--- config.mk ---
export PLATFORM = sky130hd
export DESIGN_NAME = byte_deque_top
export DESIGN_NICKNAME = d
export VERILOG_FILES = /design/src/rtl/core/bdq_pkg.sv /design/src/rtl/core/bdq_ctrl.sv /design/src/rtl/core/bdq_dp.sv /design/src/rtl/core/byte_deque_top.sv
export SDC_FILE = /design/constraint.sdc
export NUM_CORES = 1
export LEC_CHECK = 0
export BUFFER_PORTS_ARGS = -buffer_cell sky130_fd_sc_hd__buf_2
export CAP_MARGIN = 20
export CORE_UTILIZATION = 25
export DETAILED_ROUTE_END_ITERATION = 12
export PLACE_DENSITY = 0.46
export REMOVE_ABC_BUFFERS = 1
export SLEW_MARGIN = 20
export SYNTH_ARGS = -nofsm -noshare
export SYNTH_HDL_FRONTEND = slang
export SYNTH_SLANG_ARGS = --single-unit
--- constraint.sdc ---
create_clock -name clk -period 3.8 [get_ports clk]
set_input_delay 0.19 -clock clk [delete_from_list [all_inputs] [get_ports clk]]
set_output_delay 0.19 -clock clk [all_outputs]
set_load 0.01 [all_outputs]
--- src/rtl/core/bdq_pkg.sv ---
`default_nettype none
package bdq_pkg;

  localparam int DEPTH_DEF = 16;
  localparam int OP_W      = 3;
  localparam int DATA_W    = 8;
  localparam int OCC_W     = 5;

  localparam logic [OP_W-1:0] OP_PUSH_FRONT = 3'd0;
  localparam logic [OP_W-1:0] OP_PUSH_BACK  = 3'd1;
  localparam logic [OP_W-1:0] OP_POP_FRONT  = 3'd2;
  localparam logic [OP_W-1:0] OP_POP_BACK   = 3'd3;
  localparam logic [OP_W-1:0] OP_CLEAR      = 3'd4;

  typedef struct packed {
    logic load;
    logic exec;
    logic capture;
  } bdq_cmd_t;

endpackage
`default_nettype wire

--- src/rtl/core/bdq_ctrl.sv ---
`default_nettype none
module bdq_ctrl import bdq_pkg::*; (
  input  wire logic     clk,
  input  wire logic     rst_n,
  input  wire logic     in_tvalid,
  output logic          in_tready,
  output logic          out_tvalid,
  input  wire logic     out_tready,
  output bdq_cmd_t      cmd
);

  localparam logic [1:0] S_IDLE = 2'd0;
  localparam logic [1:0] S_EXEC = 2'd1;
  localparam logic [1:0] S_WAIT = 2'd2;
  localparam logic [1:0] S_OUT  = 2'd3;

  logic [1:0] state_r;
  logic [1:0] state_nxt;

  always_comb begin
    state_nxt   = state_r;
    in_tready   = 1'b0;
    out_tvalid  = 1'b0;
    cmd         = '0;
    unique case (state_r)
      S_IDLE: begin
        in_tready = 1'b1;
        if (in_tvalid) begin
          cmd.load  = 1'b1;
          state_nxt = S_EXEC;
        end
      end
      S_EXEC: begin
        cmd.exec  = 1'b1;
        state_nxt = S_WAIT;
      end
      S_WAIT: begin
        cmd.capture = 1'b1;
        state_nxt   = S_OUT;
      end
      S_OUT: begin
        out_tvalid = 1'b1;
        if (out_tready) begin
          state_nxt = S_IDLE;
        end
      end
      default: begin
        state_nxt = S_IDLE;
      end
    endcase
  end

  always_ff @(posedge clk) begin
    if (!rst_n) begin
      state_r <= S_IDLE;
    end else begin
      state_r <= state_nxt;
    end
  end

endmodule
`default_nettype wire

--- src/rtl/core/bdq_dp.sv ---
`default_nettype none
module bdq_dp import bdq_pkg::*; #(
  parameter int DEPTH = DEPTH_DEF
) (
  input  wire logic              clk,
  input  wire logic              rst_n,
  input  wire bdq_cmd_t          cmd,
  input  wire logic [OP_W-1:0]   operation,
  input  wire logic [DATA_W-1:0] data_in,
  output logic [DATA_W-1:0]      data_out,
  output logic                   status,
  output logic [OCC_W-1:0]       occupancy
);

  localparam int AW = (DEPTH > 1) ? $clog2(DEPTH) : 1;
  localparam int CW = $clog2(DEPTH + 1);
  localparam int PW = $clog2(2 * DEPTH);

  logic [DATA_W-1:0] mem_r [DEPTH];
  logic [DATA_W-1:0] rdata_r;

  logic [OP_W-1:0]   op_r;
  logic [DATA_W-1:0] din_r;
  logic [AW-1:0]     front_r, front_nxt;
  logic [CW-1:0]     count_r, count_nxt;
  logic              fail_r, fail_nxt;
  logic              pop_r, pop_nxt;
  logic [DATA_W-1:0] dout_r;

  logic              full, empty;
  logic              wr_en;
  logic [AW-1:0]     wr_addr, rd_addr;
  logic [AW-1:0]     front_dec, front_inc, back_pos, last_pos;

  function automatic logic [AW-1:0] wrap(input logic [PW-1:0] v);
    logic [PW-1:0] w;
    w = (v >= PW'(DEPTH)) ? v - PW'(DEPTH) : v;
    return w[AW-1:0];
  endfunction

  always_comb begin
    full      = (count_r == CW'(DEPTH));
    empty     = (count_r == '0);
    front_dec = (front_r == '0) ? AW'(DEPTH - 1) : front_r - AW'(1);
    front_inc = wrap(PW'(front_r) + PW'(1));
    back_pos  = wrap(PW'(front_r) + PW'(count_r));
    last_pos  = wrap(PW'(front_r) + PW'(count_r) - PW'(1));

    front_nxt = front_r;
    count_nxt = count_r;
    fail_nxt  = 1'b0;
    pop_nxt   = 1'b0;
    wr_en     = 1'b0;
    wr_addr   = back_pos;
    rd_addr   = front_r;

    unique case (op_r)
      OP_PUSH_FRONT: begin
        if (full) begin
          fail_nxt = 1'b1;
        end else begin
          wr_en     = 1'b1;
          wr_addr   = front_dec;
          front_nxt = front_dec;
          count_nxt = count_r + CW'(1);
        end
      end
      OP_PUSH_BACK: begin
        if (full) begin
          fail_nxt = 1'b1;
        end else begin
          wr_en     = 1'b1;
          count_nxt = count_r + CW'(1);
        end
      end
      OP_POP_FRONT: begin
        if (empty) begin
          fail_nxt = 1'b1;
        end else begin
          pop_nxt   = 1'b1;
          front_nxt = front_inc;
          count_nxt = count_r - CW'(1);
        end
      end
      OP_POP_BACK: begin
        if (empty) begin
          fail_nxt = 1'b1;
        end else begin
          pop_nxt   = 1'b1;
          rd_addr   = last_pos;
          count_nxt = count_r - CW'(1);
        end
      end
      OP_CLEAR: begin
        front_nxt = '0;
        count_nxt = '0;
      end
      default: begin
        fail_nxt = 1'b1;
      end
    endcase
  end

  // ring storage, registered read
  always_ff @(posedge clk) begin
    if (cmd.exec && wr_en) begin
      mem_r[wr_addr] <= din_r;
    end
    rdata_r <= mem_r[rd_addr];
  end

  always_ff @(posedge clk) begin
    if (cmd.load) begin
      op_r  <= operation;
      din_r <= data_in;
    end
    if (cmd.exec) begin
      fail_r <= fail_nxt;
      pop_r  <= pop_nxt;
    end
    if (cmd.capture) begin
      dout_r <= pop_r ? rdata_r : '0;
    end
  end

  always_ff @(posedge clk) begin
    if (!rst_n) begin
      front_r <= '0;
      count_r <= '0;
    end else if (cmd.exec) begin
      front_r <= front_nxt;
      count_r <= count_nxt;
    end
  end

  assign data_out  = dout_r;
  assign status    = fail_r;
  assign occupancy = OCC_W'(count_r);

endmodule
`default_nettype wire

--- src/rtl/core/byte_deque_top.sv ---
`default_nettype none
// bounded byte deque on a ring of DEPTH entries: in_tuser selects push front, push back,
// pop front, pop back or clear, and every request returns one result with the popped byte
// (zero unless a pop succeeded), a fail flag (pop when empty, push when full, unknown code)
// and the occupancy after the request, masked to 5 bits. one request is handled at a time:
// accept, ring update with the storage read issued, read data capture, then the result is
// held until taken, and a new request is accepted only once it has been taken; the
// capture step is there because the ring storage has a registered read port. stored bytes
// are not cleared by reset or by a clear request, only the pointers.
module byte_deque_top import bdq_pkg::*; #(
  parameter int DEPTH = DEPTH_DEF
) (
  input  wire logic        clk,
  input  wire logic        rst_n,
  input  wire logic        in_tvalid,
  output logic             in_tready,
  input  wire logic [7:0]  in_tdata,   // data_in[7:0]
  input  wire logic [2:0]  in_tuser,   // operation[2:0]
  output logic             out_tvalid,
  input  wire logic        out_tready,
  output logic [15:0]      out_tdata,  // data_out[7:0], occupancy[12:8], zero pad
  output logic [0:0]       out_tuser   // status[0]
);

  bdq_cmd_t          cmd;
  logic [DATA_W-1:0] data_out;
  logic              status;
  logic [OCC_W-1:0]  occupancy;

  bdq_ctrl u_ctrl (
    .clk        (clk),
    .rst_n      (rst_n),
    .in_tvalid  (in_tvalid),
    .in_tready  (in_tready),
    .out_tvalid (out_tvalid),
    .out_tready (out_tready),
    .cmd        (cmd)
  );

  bdq_dp #(.DEPTH(DEPTH)) u_dp (
    .clk       (clk),
    .rst_n     (rst_n),
    .cmd       (cmd),
    .operation (in_tuser),
    .data_in   (in_tdata),
    .data_out  (data_out),
    .status    (status),
    .occupancy (occupancy)
  );

  assign out_tdata = {3'b000, occupancy, data_out};
  assign out_tuser = status;

  a_one_at_a_time: assert property (@(posedge clk) disable iff (!rst_n)
    !(in_tready && out_tvalid))
    else $error("request accepted while result pending");

  a_no_early_result: assert property (@(posedge clk) disable iff (!rst_n)
    (in_tvalid && in_tready) |=> !out_tvalid)
    else $error("result shown in the cycle after accept");

  a_fail_zero_data: assert property (@(posedge clk) disable iff (!rst_n)
    (out_tvalid && out_tuser[0]) |-> (out_tdata[7:0] == 8'd0))
    else $error("failed request returned nonzero data");

endmodule
`default_nettype wire
Word-level counts from Yosys, hierarchy flattened
Memory sizes are Yosys's and may differ from the RTL's. A register that Yosys moved wholly into a read port is not among the register bits.
Cells that the tools add are included.
- logic and storage cells: 78
- bits in registers: 32
- memory bits (writable): 128
- memories: 1
- bits of input ports: 15
- reduce and logical (&&, ||, !) cells: 12
- magnitude comparators: 3
- add/sub/neg operators: 9
- mux-type cells: 31
- equal/unequal tests: 14
- memories (memory ; words ; width ; read ports ; clocked after memory_dff ; wr ports ; line ; RTL):
    u_dp.mem_r ; 16 ; 8 ; 1 ; 1 ; 1 ; bdq_dp.sv:19 ; logic [DATA_W-1:0] mem_r [DEPTH];
- operator list (kind ; number):
    4-bit 2-to-1 mux ; 10
    4-bit by 1-bit subtractor with 4-bit output (second input constant) ; 4
    5-bit greater-or-equal comparator (second input constant) ; 3
    5-bit one-hot mux with 3 select lines ; 1
    1-bit 2-to-1 mux ; 13
    2-bit != test (second input constant) ; 6
    4-bit one-hot mux with 3 select lines ; 1
    5-bit 2-to-1 mux ; 2
    5-bit by 1-bit subtractor with 5-bit output (second input constant) ; 2
    2-bit one-hot mux with 4 select lines ; 1
    4-bit AND reduction ; 2
    3-bit by 2-bit equality test with 1-bit output (second input constant) ; 2
    3-bit nonzero test ; 2
    4-bit by 1-bit adder with 5-bit output (second input constant) ; 1
    4-bit by 5-bit adder with 5-bit output ; 1
    5-bit by 1-bit adder with 5-bit output (second input constant) ; 1
    5-bit equality test (second input constant) ; 1
    5-bit zero test ; 1
    2-bit equality test (second input constant) ; 2
    4-bit zero test ; 1
    2-bit 2-to-1 mux ; 2
    2-bit OR reduction ; 2
    3-bit by 1-bit equality test with 1-bit output (second input constant) ; 1
    3-bit equality test (second input constant) ; 1
    6 further kinds ; 6

Logic depth before layout (Yosys ltp)
- word-level depth: 6
- depth in mapped cells: 11
- gate-level depth less buffers: 10

Modules after synthesis
From an unflattened synthesis, not the netlist that was laid out.
- cell total of the unflattened synthesis: 512
- area total of the unflattened synthesis: 7201.9 µm²
- by module, submodules not included (module ; area each (µm²) ; instances ; cells each):
    bdq_dp ; 7011.7 ; 1 ; 491
    bdq_ctrl ; 163.9 ; 1 ; 17
    byte_deque_top ; 26.3 ; 1 ; 4

Worst setup path after synthesis
No wires, ideal clock.
- kind: flip-flop to flip-flop
- start point: register u_dp.count_r[1], in the netlist u_dp.occupancy[1]
- end point: memory u_dp.mem_r[1][0] (enable)
- cell stages (with the launch flop): 8
- required time: 3.405 ns
- path slack: 0.719 ns
- buffers on the path: 0
- arrival time: 2.686 ns
- setup time: 0.395 ns
- cell sequence: dfxtp_1 ha_1 a21o_1 a21oi_1 xnor3_1 o21a_1 nand2b_1 nor4_1
- cells in the longest elaborated chain, start to end: 6
- RTL lines (element ; line ; RTL):
    from (decl) ; bdq_dp.sv:25 ; logic [CW-1:0] count_r, count_nxt;
    from (signal assigned) ; bdq_dp.sv:132 ; count_r <= count_nxt;
    parallel branches: the longest is 6 deep, another holds 4-bit by 5-bit adder with 5-bit output ; - ;
    to (decl) ; bdq_dp.sv:19 ;
Parallel ways; which one is timed is not known.

Final worst setup path
- start point: register u_dp.count_r[1], in the netlist u_dp.occupancy[1]
- end point: memory u_dp.mem_r[5][4] (enable)
Same word-level chain as after synthesis.

==> metrics.md <==
| Metric | Value |
|---|---|
| Status | finished, final reports clean |
| Reg clk slew, reported paths | 0.06 ns |
| Clock skew | 0.01231 ns |
| Port bufs | 30 |
| CP peak stage delay | 0.76 ns |
| Grt total ovfl | 0 |
| Crit path max-delay cell type | a2111oi_2 |
| Layout area overhead | 18.08% |
| YS warnings | 0 |
| Fin. max-slew vios | 0 |
| Nets | 597 |
| Initial antenna violation count | 0 |
| Global-route wire length before repair | 26200 um |
| Layout fillers | 2870 |
| Post-CTS sizing | 0 |
| Synthesized cell area | 0.007212 mm2 |
| Cell Pwr Density | 641.3 mW/mm2 |
| Die Ht | 171.8 um |
| Vias in the first global route | 4361 |
| Setup violators final | 0 |
| Total track usage | 0.1228 |
| Post-route setup slack | 0.6000 ns |
| ANT cells | 0 |
| Largest net degree at the start of global routing | 25 |
| Top post-synthesis cells by area | edfxtp_1 62%, dfxtp_1 5.3%, mux2i_1 5.1% |
| Synth top area share | 0.6204 |
| Drt pass-1 iters | 5 |
| Max_slew headroom | 0.4369 |
| DRC Markers | 0 |
| Seq/Total Area, Yosys | 0.6731 |
| # rows | 61 |
| Max Clock Freq | 312.5 MHz |
| Worst Tran Pin Value | 0.8415 ns |
| Avg WL per Cell | 17.73 um |
| Crit path launch type | flip-flop |
| Post-Route WL | 16980 um |
| Clock Sinks | 168 |
| Antenna-violating nets left | 0 |
| H-tree levels | 4 |
| Clk_lat worst skew | 0.43 ns |
| Synthesized flop and latch total | 168 |
| Via count | 4347 |
| Setup TNS | 0 ns |
| Die width | 171.8 um |
| CTS buffer count | 17 |
| Worst vdd ir | 0.2032 mV |
| Pre-CTS WS | 0.5976 ns |
| CTS root buffer | clkbuf_16 |
| CP max FO | 8 |
| Cell taking the most area after synthesis | edfxtp_1 |
| DR iter-0 viols | 312 |
| Critical Path AT | 3.25 ns |
| Avg Cell Area, Syn | 14.11 um2 |
| CP endpoint kind | flip-flop |
| Total Power | 5.461 mW |
| Leakage power | 3.173 nW |
| CTS tree | built |
| CTS Buffer Depth | 2 |
| Synth unique cells | 63 |
| Core Area | 0.02809 mm2 |
| Final hold vios | 0 |
| Worst path cell trace | nor4_4, a2111oi_2, a21oi_1, nor3_1, nor2b_1 |
| Vias per cell | 4.538 |
| Die area | 0.02953 mm2 |
| Mapped Cells | 511 |
| Path type of the worst min-delay path | in2reg |
| DP HPWL | 11810 um |
| Number of max-cap violations | 0 |
| Tmin final | 3.200 ns |
| I/O Pins | 34 |
| Primary FF master, synth | edfxtp_1 |
| Tcrit/Tclk final | 0.8421 |
| Post-synth EDFFs | 149 |
| WS Path Type | reg2reg |
| Unrepaired setup endpoints after global routing | false |
| Required time worst endpoint | 3.85 ns |
| Ys async rst share | 0 |
| Layout cell share with drive strength beyond 1 | 0.1603 |
| Initial Utilization | 0.2568 |
| Gpl congestion | 0.8026 |
## logic make-up after synthesis
logic type	Yosys count	share of synthesized area
flops	168	0.6731
simple gates	153	0.1036
compound gates	90	0.09750
mux	38	0.05292
buf+inv	37	0.02741
fa+ha+maj	15	0.02811
xor+xnor	9	0.01683
other cells	1	0.0005200
## metrics by stage
step | std cells | hold WS, ns | instance area, um2 | util
finish | 958 | 0.1533 | 8516 | 0.3032
global route | 958 | 0.1521 | 8516 | 0.3032
CTS | 958 | 0.1408 | 8516 | 0.3032
detailed placement | 914 | 0.3681 | 7821 | 0.2785
global placement | 914 | 0.3709 | 7821 | 0.2785
floorplan | 489 | 0.2889 | 7071 | -
## path summary, 6_finish.rpt
check | cells after the start | end | slack, ns | start
hold / removal | 4 | u_ctrl.state_r[0] | 0.15 | out_tready
setup / recovery | 5 | u_dp.mem_r[5][4] | 0.60 | u_dp.occupancy[1]
hold reg to reg | 2 | u_ctrl.state_r[0] | 0.56 | u_ctrl.state_r[0]
setup reg to reg | 5 | u_dp.mem_r[5][4] | 0.60 | u_dp.occupancy[1]
## flip-flops by register name, summed over array words and instances (netlist names)
name / count
u_dp.front_r: 4
u_dp.pop_r: 1
u_dp.data_out: 8
u_ctrl.state_r: 2
u_dp.din_r: 8
u_dp.rdata_r: 8
u_dp.mem_r: 128
u_dp.status: 1
u_dp.occupancy: 5
u_dp.op_r: 3
## cell usage after synthesis (8+ instances only)
| library cell | instances |
|---|---|
| edfxtp_1 | 149 |
| nand2_1 | 61 |
| mux2i_1 | 37 |
| nor2_1 | 27 |
| a32oi_1 | 24 |
| dfxtp_1 | 19 |
| a21oi_1 | 14 |
| ha_1 | 13 |
| nand3_1 | 13 |
| inv_1 | 12 |
| o21ai_0 | 12 |
| and2_1 | 11 |
| a221oi_1 | 8 |
| a32o_1 | 8 |
| and3_1 | 8 |
## cell usage in the layout, fill, tap and decap left out, drive strengths merged, types with 5 or more instances in the layout
cell,count
ha,13
dlygate4sd3,12
a21oi,14
inv,20
nor2b,5
mux2i,37
clkbuf,19
buf,47
nor2,28
a221oi,8
nand3,13
o21ai,15
and2,11
nand2b,6
edfxtp,149
dfxtp,19
a32o,8
nor3,5
a32oi,24
and3,8
nand2,62
## cell type report
| type | count | area (um2) | area share |
|---|---|---|---|
| clock buffers | 19 | 442.9 | 0.05201 |
| clock inverters | 13 | 131.4 | 0.01543 |
| inverters | 13 | 48.80 | 0.005730 |
| multi-input cells | 308 | 2167 | 0.2545 |
| flip-flops and latches | 168 | 4855 | 0.5701 |
| well taps | 378 | 473.0 | 0.05554 |
| repair buffers | 59 | 397.9 | 0.04672 |
## repair_timing
item                       in CTS  in global routing
hold buffers                   12                  0
setup buffers                   0                  0
setup endpoints to repair       0                  0
hold endpoints to repair       12                  0
## power by group
group / switching [mW] / total (mW) / internal [mW] / leakage [nW]
logic: 0.741 / 1.24 / 0.501 / 1.38
registers: 0.257 / 2.54 / 2.29 / 1.51
clock network: 0.736 / 1.68 / 0.939 / 0.283
## per-layer routing
| layer | wire length (um) | global-route usage | vias to the layer above |
|---|---|---|---|
| li1 | - | - | 2067 |
| met1 | 8290 | 0.1657 | 2183 |
| met2 | 7727 | 0.1891 | 79 |
| met3 | 650 | 0.02761 | 18 |
| met4 | 316 | 0.05156 | 0 |
| met5 | 0 | 0 | - |
## worst max-delay path: cells and delay by family (launching register included)
family	cells	cell delay, ns
compound gates	2	1.06
flops	1	0.57
simple gates	3	1.19
No activity file was read; power rests on OpenSTA's default activity.
